==> src/rtl/wsr_ram.sv <==
`timescale 1ns / 1ps

module wsr_ram #(
  parameter int WIDTH = 32,
  parameter int DEPTH = 32,
  localparam int AW = (DEPTH > 1) ? $clog2(DEPTH) : 1
) (
  input  logic             clk,
  input  logic             we,
  input  logic [AW-1:0]    waddr,
  input  logic [WIDTH-1:0] wdata,
  input  logic [AW-1:0]    raddr,
  output logic [WIDTH-1:0] rdata
);

  logic [WIDTH-1:0] mem [DEPTH];

  always_ff @(posedge clk) begin
    if (we) begin
      mem[waddr] <= wdata;
    end
    rdata <= mem[raddr];
  end

endmodule

==> config.mk <==
export PLATFORM = sky130hd
export DESIGN_NAME = wsr_ram
export DESIGN_NICKNAME = d
export VERILOG_FILES = /design/src/rtl/wsr_ram.sv
export SDC_FILE = /design/constraint.sdc
export NUM_CORES = 1
export LEC_CHECK = 0
export BUFFER_PORTS_ARGS = -buffer_cell sky130_fd_sc_hd__buf_4
export CORE_MARGIN = 1.5
export CORE_UTILIZATION = 52
export DETAILED_ROUTE_END_ITERATION = 8
export MAX_ROUTING_LAYER = met4
export PLACE_DENSITY = 0.75
export SLEW_MARGIN = 10
export SYNTH_ARGS = -nofsm -noshare
export SYNTH_HDL_FRONTEND = slang
export SYNTH_SLANG_ARGS = --single-unit
export TNS_END_PERCENT = 20
==> constraint.sdc <==
create_clock -name clk -period 7.2 [get_ports clk]
set_clock_uncertainty 0.2 [all_clocks]
set_input_delay 0.72 -clock clk [delete_from_list [all_inputs] [get_ports clk]]
set_output_delay 0.72 -clock clk [all_outputs]
set_load 0.05 [all_outputs]
==> results.json <==
{
  "fin_tns_setup_ns": 0,
  "wire_length_of_the_first_global_routing_pass_um": 141000,
  "rsz0062_at_grt": "no",
  "synthCells": 2260,
  "reg2reg_slack_ns": 5.47,
  "antenna_left": 0,
  "worst_hold_path.num_cells": 1,
  "tritoncts_num_sinks": 1056,
  "met2_demand_to_capacity_share_in_global_routing": 0.3993,
  "critical_path_required_ns": 7.46,
  "count_of_maximum_capacitance_violations": 0,
  "cp-end-kind": "flip-flop",
  "finalCriticalPeriod_ns": 2.976,
  "via_per_inst": 6.176,
  "peakVddDrop_mv": 0.1727,
  "timing.final.setup_violations": 0,
  "synth_area_um2": 40490,
  "grt_max_degree": 129,
  "grt_pass1_vias": 21300,
  "htreeDepth": 3,
  "route.detailed.wl_per_inst_um": 28.08,
  "grt_most_used_layer": "met2",
  "overflow": 0,
  "critical_path.max_fanout": 58,
  "hold_end": "mem[1][20]",
  "yosysWarningCount": 0,
  "final-max-slew-violation-count": 0,
  "worstReg2RegEnd": "rdata[17]",
  "synth_edf_count": 1024,
  "cts_max_path_buffers": 3,
  "final_core_occ": 0.5903,
  "io-pin-count": 76,
  "critical_path.reg2reg.startpoint": "mem[5][17]",
  "layout_nets": 2398,
  "headroom_to_the_max_slew_limit": 0.3392,
  "place.detailed.hpwl_um": 50370,
  "fp-row-count": 102,
  "asyncSetResetFlopFracSynth": 0,
  "die_height_um": 282.0,
  "fin_crit_sh": 0.4133,
  "met3_usage": 0.04915,
  "number_of_distinct_library_cells_after_synthesis": 25,
  "place_worst_setup_slack_ns": 3.670,
  "worst_skew_pair.late_latency_ns": 0.68,
  "drcViolationCount": 0,
  "critPathLaunchType": "primary input",
  "post_syn_area_per_cell_um2": 17.91,
  "power-per-cell-area_nw_per_um2": 281.9,
  "cts.reportedPaths.clkPinSlew_ns": 0.07,
  "num-fill-cells": 5473,
  "synth.ff_latch_count": 1056,
  "die-area_um2": 79540,
  "totalWireLength_um": 97720,
  "run_status": "finished, final reports clean",
  "synth_nets": 2304,
  "total_leakage_power_nw": 15.84,
  "clock.fmax_mhz": 336.0,
  "grt.total_usage": 0.2545,
  "initial_core_util": 0.5243,
  "postCtsResizedCells": 0,
  "drtIter0Drc": 2561,
  "cts_root_buffer": "sky130_fd_sc_hd__clkbuf_16",
  "worst_hold_startpoint": "wdata[20]",
  "dr.pass1.iters": 6,
  "report.power.total_w": 0.01285,
  "synth_ff_type": "sky130_fd_sc_hd__edfxtp_1",
  "cts-buffers-inserted": 96,
  "gp_routability_congestion": 0.8238,
  "worstRegToRegCells": 5,
  "drive_above_1_share": 0.1288,
  "criticalPathCategory": "in2reg",
  "antenna_found_initial": 3,
  "grt_use_met1": 0.3347,
  "worstHoldPathType": "in2reg",
  "hold_viol": 0,
  "setup_slack_ns": 4.224,
  "detailroute.via_count": 21490,
  "worstMarginPinSlew_ns": 0.9912,
  "dieWidth_um": 282.0,
  "fp.coreArea_um2": 77210,
  "cts_setup_buffers": 0,
  "areaGrowthSynthToFinish_pct": 12.57,
  "io_buffers": 75,
  "signal_arrival_time_at_the_worst_endpoint_ns": 3.24,
  "postCtsHoldBufs": 0,
  "hold-worst-slack_ns": 0.2548,
  "yosysSeqAreaShare": 0.7754,
  "tritoncts": "built"
}
## sequential cells by signal, summed over array words and instances (netlist names)
register and cells:
rdata 32, mem 1024
## power by group
group | internal [W] | switching, W
Combinational | 0.000220 | 0.000503
Sequential | 0.00683 | 0.0000395
Clock | 0.00305 | 0.00221
Total | 0.0101 | 0.00275
## synthesized netlist by cell type, types with 15 or more instances
| master | instances | area, um2 |
|---|---|---|
| sky130_fd_sc_hd__a21oi_1 | 96 | 480.5 |
| sky130_fd_sc_hd__a22o_1 | 64 | 560.5 |
| sky130_fd_sc_hd__a22oi_1 | 96 | 720.7 |
| sky130_fd_sc_hd__a31oi_1 | 32 | 200.2 |
| sky130_fd_sc_hd__buf_2 | 26 | 130.1 |
| sky130_fd_sc_hd__buf_4 | 33 | 247.7 |
| sky130_fd_sc_hd__buf_6 | 15 | 168.9 |
| sky130_fd_sc_hd__clkbuf_1 | 46 | 172.7 |
| sky130_fd_sc_hd__dfxtp_1 | 32 | 640.6 |
| sky130_fd_sc_hd__edfxtp_1 | 1024 | 30750 |
| sky130_fd_sc_hd__mux2i_1 | 512 | 5125 |
| sky130_fd_sc_hd__nand2_1 | 98 | 367.9 |
| sky130_fd_sc_hd__nand3_1 | 98 | 490.5 |
| sky130_fd_sc_hd__nor2_1 | 34 | 127.6 |
| sky130_fd_sc_hd__nor3_1 | 32 | 160.2 |
## layout by cell type, fill, tap and decap left out
cell,netlist,layout
sky130_fd_sc_hd__diode_2,0,3
sky130_fd_sc_hd__inv_6,0,5
sky130_fd_sc_hd__or3_1,1,1
sky130_fd_sc_hd__nor3_1,32,32
sky130_fd_sc_hd__mux2i_1,512,512
sky130_fd_sc_hd__buf_8,0,1
sky130_fd_sc_hd__or2_2,1,1
sky130_fd_sc_hd__a21oi_1,96,96
sky130_fd_sc_hd__buf_12,0,5
sky130_fd_sc_hd__clkbuf_1,46,19
sky130_fd_sc_hd__edfxtp_1,1024,1024
sky130_fd_sc_hd__nand3b_1,5,5
sky130_fd_sc_hd__clkbuf_8,0,9
sky130_fd_sc_hd__nor2_4,0,33
sky130_fd_sc_hd__or3b_2,3,3
sky130_fd_sc_hd__a22oi_1,96,96
sky130_fd_sc_hd__and2b_4,0,1
sky130_fd_sc_hd__nand3_1,98,98
sky130_fd_sc_hd__nand2_1,98,98
sky130_fd_sc_hd__nor2b_4,0,1
sky130_fd_sc_hd__buf_4,33,117
sky130_fd_sc_hd__clkinv_2,0,21
sky130_fd_sc_hd__inv_16,0,1
sky130_fd_sc_hd__bufinv_16,0,13
sky130_fd_sc_hd__nor2_1,34,1
sky130_fd_sc_hd__clkinvlp_4,0,1
sky130_fd_sc_hd__dfxtp_1,32,32
sky130_fd_sc_hd__clkbuf_16,0,97
sky130_fd_sc_hd__a22o_1,64,64
sky130_fd_sc_hd__clkinv_1,0,13
sky130_fd_sc_hd__nand2b_4,0,1
sky130_fd_sc_hd__a31oi_1,32,32
sky130_fd_sc_hd__nand2b_2,0,1
sky130_fd_sc_hd__and2_4,0,1
sky130_fd_sc_hd__clkinv_8,0,2
## per-layer routing
metal  wire length, um  part of all wire
met3              9455             0.097
met1             37650              0.39
met5                 0                 0
met2             47440              0.49
met4              3172             0.032
## cell families after synthesis
kind of cell,after synthesis,synth area share
mux,512,0.1266
compound gates,288,0.04846
buf+inv,127,0.01860
flops,1056,0.7753
simple gates,277,0.03100
## worst max-delay path, stage by stage
cell,delay [ns]
sky130_fd_sc_hd__buf_4,0.14
sky130_fd_sc_hd__nor2_4,0.65
sky130_fd_sc_hd__buf_4,0.83
sky130_fd_sc_hd__a22o_1,0.26
sky130_fd_sc_hd__nor3_1,0.05
sky130_fd_sc_hd__a31oi_1,0.26
sky130_fd_sc_hd__nand3_1,0.25
## how the worst max path moves through the flow
| stage | endpoint | cells after the start | start |
|---|---|---|---|
| finish | rdata[24] | 7 | raddr[1] |
| global route | rdata[24] | 7 | raddr[1] |
| CTS | rdata[24] | 7 | raddr[1] |
| detailed placement | rdata[24] | 7 | raddr[1] |
| global placement | rdata[24] | 7 | raddr[1] |
| floorplan | mem[12][0] | 3 | waddr[1] |
## per-stage QoR
step	area [um2]	instances
global route	45580	3480
finish	45580	3480
CTS	45570	3477
global placement	42290	3296
floorplan	40490	2260
detailed placement	42300	3296
## final cells by class
type,count,area [um2],area share
sequential,1056,31390,0.6888
multi-input combinational,1077,8612,0.1890
clock buffer,125,2623,0.05754
tap,1040,1301,0.02855
timing repair buffer,123,993.5,0.02180
clock inverter,56,648.1,0.01422
antenna,3,7.507,0.0001647
(Power assumes the default switching activity.)
